## src/qmm_pkg.sv

```systemverilog
// Package for the quad motor mixer with pairwise clamping.
// Holds the shared types, register indexes and reset values. No dependencies.
`default_nettype none

package qmm_pkg;

    localparam int TERM_W  = 16;
    localparam int BASE_W  = 10;
    localparam int MOTOR_W = 16;
    localparam int LIM_W   = 10;
    localparam int IDX_W   = 2;

    localparam logic [LIM_W-1:0] UPPER_RST   = 10'd250;
    localparam logic [LIM_W-1:0] TRIGGER_RST = 10'd34;
    localparam logic [LIM_W-1:0] FLOOR_RST   = 10'd35;

    typedef enum logic [IDX_W-1:0] {
        REG_UPPER_LIMIT = 2'd0,
        REG_LOW_TRIGGER = 2'd1,
        REG_LOW_FLOOR   = 2'd2
    } reg_idx_t;

    typedef struct packed {
        logic [BASE_W-1:0]        base_speed;
        logic signed [TERM_W-1:0] yaw_term;
        logic signed [TERM_W-1:0] roll_term;
        logic signed [TERM_W-1:0] pitch_term;
    } mix_in_t;

    // Element 0 is motor one.
    typedef logic [3:0][MOTOR_W-1:0] motors_t;

    typedef struct packed {
        logic [LIM_W-1:0] upper_limit;
        logic [LIM_W-1:0] low_trigger;
        logic [LIM_W-1:0] low_floor;
    } limits_t;

endpackage

`default_nettype wire

```

## src/qmm_mix.sv

```systemverilog
// X-layout mixer: four motor sums in Q.4, truncated toward zero to counts.
// Depends on qmm_pkg.
`default_nettype none

module qmm_mix (
    input  wire qmm_pkg::mix_in_t mix_in,
    output qmm_pkg::motors_t      motors
);

    localparam int SUM_W = 19;

    logic signed [SUM_W-1:0] b_q;
    logic signed [SUM_W-1:0] p_q;
    logic signed [SUM_W-1:0] r_q;
    logic signed [SUM_W-1:0] y_q;
    logic signed [SUM_W-1:0] sum_q [4];

    function automatic logic [qmm_pkg::MOTOR_W-1:0] to_count(logic signed [SUM_W-1:0] q);
        logic signed [SUM_W-1:0] adj;
        logic signed [SUM_W-1:0] w;
        adj = q[SUM_W-1] ? (q + SUM_W'(15)) : q;
        w   = adj >>> 4;
        // |w| stays below 2^14, so it fits int16 and the cut to MOTOR_W bits loses nothing
        return w[qmm_pkg::MOTOR_W-1:0];
    endfunction

    always_comb
    begin
        b_q = $signed({5'b0, mix_in.base_speed, 4'b0});
        p_q = SUM_W'(mix_in.pitch_term);
        r_q = SUM_W'(mix_in.roll_term);
        y_q = SUM_W'(mix_in.yaw_term);
        sum_q[0] = b_q - p_q + r_q + y_q;
        sum_q[1] = b_q + p_q + r_q - y_q;
        sum_q[2] = b_q - p_q - r_q - y_q;
        sum_q[3] = b_q + p_q - r_q + y_q;
        for (int k = 0; k < 4; k++)
        begin
            motors[k] = to_count(sum_q[k]);
        end
    end

endmodule

`default_nettype wire

```

## src/qmm_clamp.sv

```systemverilog
// Six pairwise clamp stages: pitch, roll, yaw, each upper then lower.
// Depends on qmm_pkg.
`default_nettype none

module qmm_clamp (
    input  wire qmm_pkg::motors_t motors_in,
    input  wire qmm_pkg::limits_t limits,
    output qmm_pkg::motors_t      motors_out
);

    typedef logic signed [qmm_pkg::MOTOR_W-1:0] cnt_t;

    cnt_t hi;
    cnt_t tr;
    cnt_t fl;

    qmm_pkg::motors_t st [7];

    function automatic qmm_pkg::motors_t upper_stage(qmm_pkg::motors_t m, cnt_t lim,
                                                     logic [1:0] a, logic [1:0] b,
                                                     logic [1:0] c, logic [1:0] d);
        qmm_pkg::motors_t r;
        r = m;
        if ($signed(m[a]) > lim && $signed(m[b]) > lim)
        begin
            r[a] = lim;
            r[b] = lim;
        end
        else if ($signed(m[c]) > lim && $signed(m[d]) > lim)
        begin
            r[c] = lim;
            r[d] = lim;
        end
        return r;
    endfunction

    function automatic qmm_pkg::motors_t lower_stage(qmm_pkg::motors_t m, cnt_t trig,
                                                     cnt_t flr,
                                                     logic [1:0] a, logic [1:0] b,
                                                     logic [1:0] c, logic [1:0] d);
        qmm_pkg::motors_t r;
        r = m;
        if ($signed(m[a]) < trig && $signed(m[b]) < trig)
        begin
            r[a] = flr;
            r[b] = flr;
        end
        else if ($signed(m[c]) < trig && $signed(m[d]) < trig)
        begin
            r[c] = flr;
            r[d] = flr;
        end
        return r;
    endfunction

    always_comb
    begin
        hi = $signed({6'b0, limits.upper_limit});
        tr = $signed({6'b0, limits.low_trigger});
        fl = $signed({6'b0, limits.low_floor});
        st[0] = motors_in;
        st[1] = upper_stage(st[0], hi, 2'd1, 2'd3, 2'd0, 2'd2);
        st[2] = lower_stage(st[1], tr, fl, 2'd1, 2'd3, 2'd0, 2'd2);
        st[3] = upper_stage(st[2], hi, 2'd0, 2'd1, 2'd2, 2'd3);
        st[4] = lower_stage(st[3], tr, fl, 2'd0, 2'd1, 2'd2, 2'd3);
        st[5] = upper_stage(st[4], hi, 2'd0, 2'd3, 2'd1, 2'd2);
        st[6] = lower_stage(st[5], tr, fl, 2'd0, 2'd3, 2'd1, 2'd2);
        motors_out = st[6];
    end

endmodule

`default_nettype wire

```

## src/quad_motor_mixer_clamp.sv

```systemverilog
// Top level of the quad motor mixer: input register, mixer, clamp chain,
// result register, limit registers. Depends on qmm_pkg, qmm_mix, qmm_clamp.
//
// channel   direction  handshake                 payload
// s_*       in         s_tvalid / s_tready       s_tdata: pitch, roll, yaw, base
// m_*       out        m_tvalid / m_tready       m_tdata: motor one..four
// cfg_*     in         cfg_valid / cfg_ready     cfg_index, cfg_data
//
// One transfer per cycle sustained while m_tready stays high; an item passes
// through the input register, then the result register, before m_tvalid rises.
// Reset clears both valid flags and loads the limit defaults.
// A stalled result register holds; the input register still takes one more item.
`default_nettype none

module quad_motor_mixer_clamp (
    input  wire         clk,
    input  wire         rst_n,
    input  wire         s_tvalid,
    output logic        s_tready,
    input  wire  [63:0] s_tdata,   // pitch_term[15:0], roll_term[31:16], yaw_term[47:32],
                                   // base_speed[57:48], zero[63:58]
    output logic        m_tvalid,
    input  wire         m_tready,
    output logic [63:0] m_tdata,   // motor_one[15:0], motor_two[31:16],
                                   // motor_three[47:32], motor_four[63:48]
    input  wire         cfg_valid,
    output logic        cfg_ready,
    input  wire  [1:0]  cfg_index,
    input  wire  [9:0]  cfg_data
);

    logic              in_vld_reg;
    logic              in_vld_next;
    qmm_pkg::mix_in_t  in_reg;
    logic              out_vld_reg;
    logic              out_vld_next;
    qmm_pkg::motors_t  out_reg;
    qmm_pkg::limits_t  lim_reg;
    qmm_pkg::limits_t  lim_next;
    qmm_pkg::motors_t  mixed;
    qmm_pkg::motors_t  clamped;
    logic              out_load;
    logic              in_load;

    qmm_mix u_mix (
        .mix_in (in_reg),
        .motors (mixed)
    );

    qmm_clamp u_clamp (
        .motors_in  (mixed),
        .limits     (lim_reg),
        .motors_out (clamped)
    );

    always_comb
    begin
        out_load     = in_vld_reg && (!out_vld_reg || m_tready);
        s_tready     = !in_vld_reg || !out_vld_reg || m_tready;
        in_load      = s_tvalid && s_tready;
        in_vld_next  = in_load || (in_vld_reg && !out_load);
        out_vld_next = out_load || (out_vld_reg && !m_tready);
        m_tvalid     = out_vld_reg;
        m_tdata      = out_reg;
        cfg_ready    = 1'b1;
    end

    always_comb
    begin
        lim_next = lim_reg;
        if (cfg_valid)
        begin
            case (cfg_index)
                qmm_pkg::REG_UPPER_LIMIT: lim_next.upper_limit = cfg_data;
                qmm_pkg::REG_LOW_TRIGGER: lim_next.low_trigger = cfg_data;
                qmm_pkg::REG_LOW_FLOOR:   lim_next.low_floor   = cfg_data;
                default:                  lim_next = lim_reg;
            endcase
        end
    end

    always_ff @(posedge clk or negedge rst_n)
    begin
        if (!rst_n)
        begin
            in_vld_reg          <= 1'b0;
            out_vld_reg         <= 1'b0;
            lim_reg.upper_limit <= qmm_pkg::UPPER_RST;
            lim_reg.low_trigger <= qmm_pkg::TRIGGER_RST;
            lim_reg.low_floor   <= qmm_pkg::FLOOR_RST;
        end
        else
        begin
            in_vld_reg  <= in_vld_next;
            out_vld_reg <= out_vld_next;
            lim_reg     <= lim_next;
        end
    end

    always_ff @(posedge clk)
    begin
        if (in_load)
        begin
            in_reg <= s_tdata[57:0];
        end
        if (out_load)
        begin
            out_reg <= clamped;
        end
    end

endmodule

`default_nettype wire
```

## config.mk

```make
export PLATFORM = sky130hd
export DESIGN_NAME = quad_motor_mixer_clamp
export DESIGN_NICKNAME = d
export VERILOG_FILES = /design/src/qmm_pkg.sv /design/src/qmm_mix.sv /design/src/qmm_clamp.sv /design/src/quad_motor_mixer_clamp.sv
export SDC_FILE = /design/constraint.sdc
export NUM_CORES = 1
export LEC_CHECK = 0
export BUFFER_PORTS_ARGS = -buffer_cell sky130_fd_sc_hd__buf_2
export CELL_PAD_IN_SITES_DETAIL_PLACEMENT = 1
export CELL_PAD_IN_SITES_GLOBAL_PLACEMENT = 2
export CORE_MARGIN = 3
export CORE_UTILIZATION = 39
export DETAILED_ROUTE_END_ITERATION = 16
export GPL_TIMING_DRIVEN = 0
export HOLD_SLACK_MARGIN = 0.02
export PLACE_DENSITY = 0.81
export SYNTH_ARGS = -nofsm -noshare
export SYNTH_HDL_FRONTEND = slang
export SYNTH_SLANG_ARGS = --single-unit
export TNS_END_PERCENT = 5
```

## constraint.sdc

```tcl
create_clock -name clk -period 25.4 [get_ports clk]
set_clock_uncertainty 0.1 [all_clocks]
set_input_delay 1.27 -clock clk [delete_from_list [all_inputs] [get_ports clk]]
set_output_delay 1.27 -clock clk [all_outputs]
set_load 0.02 [all_outputs]
```

# Yosys cells after proc, flatten, opt, wreduce, memory -nomap -nowiden
# Cells that the tools add are included.
[word_totals]
reg_bits = 154
in_bits = 81
[classes]
n_addsub = 14
n_lt_le_gt_ge = 24
n_eq_ne = 2
mux = 30
reduce_logical = 29
[op_table]
columns = ["operator", "n"]
rows = [
  ["$mux 32", 10],
  ["$mux 16", 14],
  ["$lt 16x11->1", 12],
  ["$gt 16x11->1", 8],
  ["$add 19x5->19 const B", 4],
  ["$mux 19", 4],
  ["$gt 15x11->1", 4],
  ["$sub 19x16->19", 2],
  ["$add 17x16->18", 2],
  ["$sub 17x16->18", 2],
  ["$mux 10", 2],
  ["$add 18x16->19", 1],
  ["$add 19x16->19", 1],
  ["$add 15x16->17", 1],
  ["$sub 15x16->17", 1],
  ["$logic_and 1x1->1", 16],
  ["$reduce_and 2->1", 3],
  ["$logic_or 1x1->1", 5],
  ["$logic_not 1->1", 4],
  ["$eq 2x1->1 const B", 1],
  ["$eq 2x2->1 const B", 1],
  ["$logic_not 2->1", 1],
]

# Depth between registers and ports, before layout
[logic_depth]
ltp_word = 29
depth_mapped = 127

# Cells and area by module
# From an unflattened synthesis, not the netlist that was laid out.
[hier_totals]
hier_cells = 2451
area_unflattened_um2 = 21683.3
[modules_own_cells]
columns = ["mod", "n_inst", "cells_per_inst", "area_per_inst_um2", "seq_area_each_um2"]
rows = [
  ["qmm_clamp", 1, 1230, 8957.3, 0.0],
  ["qmm_mix", 1, 1023, 7723.7, 0.0],
  ["quad_motor_mixer_clamp", 1, 198, 5002.3, 4478.0],
]

# Worst setup path before layout
# No wires, ideal clock.
[synth_path]
kind = "register -> register"
startpoint = "register in_reg[4] (netlist bit)"
endpoint = "register out_reg (netlist bit m_tdata[41]) (data pin)"
setup_time_ns = 0.260
t_arrival_ns = 20.444
slack_ns = 4.595
stages_incl_launch_ff = 115
path_buffers = 13
cell_sequence = "edfxtp_1 ha_1 fa_1 xnor2_1 ha_1 inv_1 a21oi_1 o21bai_1 a21oi_1 nor2_1 nor2_1 nor2_1 nor2_1 o21bai_1 a21oi_1 o21bai_1 a21oi_1 xnor2_1 [... 79 more ...] buf_6 nand4b_4 buf_6 clkbuf_1 mux2_2 ha_1 a21o_1 a21oi_1 o21ai_0 o21a_1 o21ai_0 nand2b_1 a22oi_1 o21ai_1 nor4_2 buf_4 buf_8 mux2_4"
[synth_lines]
columns = ["element", "line", "rtl"]
rows = [
  ["from (decl)", "quad_motor_mixer_clamp.sv:34", "qmm_pkg::mix_in_t in_reg;"],
  ["from (signal assigned)", "quad_motor_mixer_clamp.sv:104", "in_reg <= s_tdata[57:0];"],
  ["to (signal assigned)", "quad_motor_mixer_clamp.sv:108", "out_reg <= clamped;"],
  ["to (decl)", "quad_motor_mixer_clamp.sv:37", "qmm_pkg::motors_t out_reg;"],
]

==> qor.yml <==
yosys:
  synth_area_um2: 22000
  synth-edff-count: 118
  avgSynthCellArea_um2: 8.72
  synth_cells: 2524
  ys_seq_elements: 150
  yosysSeqAreaShare: 0.198
  ys_warn_count: 0
  ys_types: 105
  ys.flop_type: "edfxtp_1"
  syn-num-nets: 3001
  async_reset_ff_frac: 0.213
setup_path:
  setup.worst_path.class: "flop to flop"
  slowest_stage: "or4b_4"
  cp-start-kind: "flop"
  crit_family: "compound AO/OA/AOI/OAI gates"
  cp_max_fo: 13
  arrival_ns: 24.24
  required_ns: 25.57
  cpMostUsedCell: "a21oi_1"
  crit_path_end_kind: "flop"
  crit_path_max_incr_delay_ns: 0.51
  reg2reg_depth: 116
  crit_buf_inv: 15
  cp.depth: 116
timing:
  min_period_ns: 24.07
  drv_slew: 0
  maxSlewHeadroom: 0.112
  setup_viol: 0
  finalHoldViolCount: 0
  setup_ws_ns: 1.33
  fin_crit_sh: 0.948
  fmax_mhz: 41.5
  whs_ns: 0.401
  tightest_slew_ns: 1.33
cts:
  cts_root_buf: "clkbuf_16"
  htreeDepth: 4
  cts_buffer_depth: 2
  clk_pin_slew_ns: 0.08
  clock_latency_ns: 0.51
  cts.sinks: 150
  numCtsBuffers: 17
  cts_tree: "done"
global_routing:
  grt_pass1_vias: 21600
  grt_pass1_wl_mm: 133
  overflow: 0
  antenna_found_initial: 1
  grt_max_degree: 61
  track_usage: 0.297
cells_and_area:
  nNetsFinal: 3162
  fillers: 6540
  drive_above_1_share: 0.169
  layout_common_cells: "371 x ha_1, 221 x a21oi_1, 185 x nor2_1, 177 x inv_1, 165 x mux2_2"
  syn_to_final_growth_pct: 11.1
  largest_reg_flops: 60
  final_common_cell: "ha_1"
hold_path:
  hold_depth: 1
  hp-class: "flop to flop"
detailed_routing:
  drt_iter0_markers: 1106
  drc: 0
  vias: 20400
  drt-vias-per-instance: 5.93
  wl_per_cell_um: 25.7
  wirelength_mm: 88.6
  first_pass_iters: 5
  ant_nets: 0
floorplan:
  coreArea_um2: 55400
  io_pins: 148
  start_util: 0.397
  die_h_um: 244
  fp-row-count: 86
  die_area_um2: 59300
  die-width_um: 244
flow_run:
  maxCapViolCount: 0
place:
  hpwl_mm: 70.5
  dp_slack_ns: -0.987
  routabilityCongestion: 0.986
  portBuffers: 140
outcome:
  outcome: "completed"
==> worst reg2reg max path, delay by kind of cell, from the launching register on <==
| family | cells | cell delay, ns |
|---|---|---|
| compound gates | 53 | 9.42 |
| mux | 5 | 1.87 |
| fa+ha+maj | 8 | 2.55 |
| buf+inv | 15 | 3.44 |
| flops | 1 | 0.40 |
| xor+xnor | 2 | 0.41 |
| simple gates | 33 | 5.61 |
==> final timing paths <==
kind,from,end,slack [ns]
min in group asynchronous,rst_n,lim_reg[19],0.73
worst max register to register,in_reg[17],m_tdata[41],1.33
worst max-delay path,in_reg[17],m_tdata[41],1.33
worst min register to register,in_vld_reg,m_tvalid,0.40
worst min-delay path,in_vld_reg,m_tvalid,0.40
max in group asynchronous,rst_n,in_vld_reg,24.00
==> repair_timing <==
item | CTS | global route
buffers inserted | 0 | 3
gates resized for setup | 7 | 47
pin swaps | 0 | 2
hold buffers | 0 | 0
endpoints found under the setup margin | 58 | 60
==> layout make-up <==
type / instances / area, um^2 / share of cell area
Clock inverter: 14 / 149 / 0.00609
Timing Repair Buffer: 144 / 743 / 0.0304
Buffer: 83 / 419 / 0.0172
Antenna cell: 1 / 2.50 / 0.000102
Tap cell: 748 / 936 / 0.0383
Multi-Input combinational cell: 2108 / 16700 / 0.683
Clock buffer: 18 / 450 / 0.0184
Inverter: 181 / 679 / 0.0278
Sequential cell: 150 / 4360 / 0.178
==> cells in the mapped netlist, drive strengths merged (10+ instances only) <==
master	n	share of area
xnor2	104	0.041
nor2b	40	0.011
nand2b	41	0.012
nand2	151	0.026
o21bai	27	0.0094
nand3	48	0.011
and4	10	0.0041
nor2	187	0.032
and2	21	0.0060
nand4	51	0.015
o31ai	12	0.0043
buf	24	0.0078
clkbuf	61	0.010
nor4	25	0.0081
a31oi	20	0.0057
ha	371	0.21
o211ai	22	0.0077
o21ai	151	0.035
inv	177	0.030
xor2	65	0.026
a21oi	225	0.052
a211oi	20	0.0073
fa	25	0.023
dfrtp	21	0.024
dfstp	11	0.013
mux2i	14	0.0064
o21a	19	0.0065
a21o	71	0.024
mux2	184	0.095
edfxtp	118	0.16
nor3	33	0.0075
and3	26	0.0074
or3	16	0.0045
==> cells by family (layout without fill, tap and decap cells) <==
logic type / count (synthesis) / count (layout) / share of synthesized area
DFF: 150 / 150 / 0.198
AOI/OAI and AO/OA: 655 / 655 / 0.191
other: 1 / 2 / 0.000170
and+or+nand+nor: 689 / 689 / 0.160
muxes: 198 / 198 / 0.101
xor gates and xnor gates: 169 / 169 / 0.0673
buffers and inverters: 266 / 440 / 0.0491
adders and majority gates: 396 / 396 / 0.234
==> stage by stage <==
stage / instances / utilization / cell area, um^2 / setup TNS, ns
floorplan: 2524 / - / 22000 / 0
global placement: 3412 / 0.427 / 23600 / -15.88
detailed placement: 3413 / 0.427 / 23700 / -43.29
CTS: 3444 / 0.438 / 24300 / 0
global route: 3446 / 0.441 / 24400 / -0.0440
finish: 3447 / 0.441 / 24400 / 0
==> metal layers <==
metal / track usage / routed length, um / vias up
li1: - / - / 9598
met1: 0.340 / 35800 / 10100
met2: 0.540 / 44400 / 513
met3: 0.0365 / 3300 / 201
met4: 0.155 / 5000 / 0
met5: 0 / 0 / -
Power is left out: the tool's default activity adds up to more than one toggle a clock period on the data nets, which glitch-free logic cannot reach.
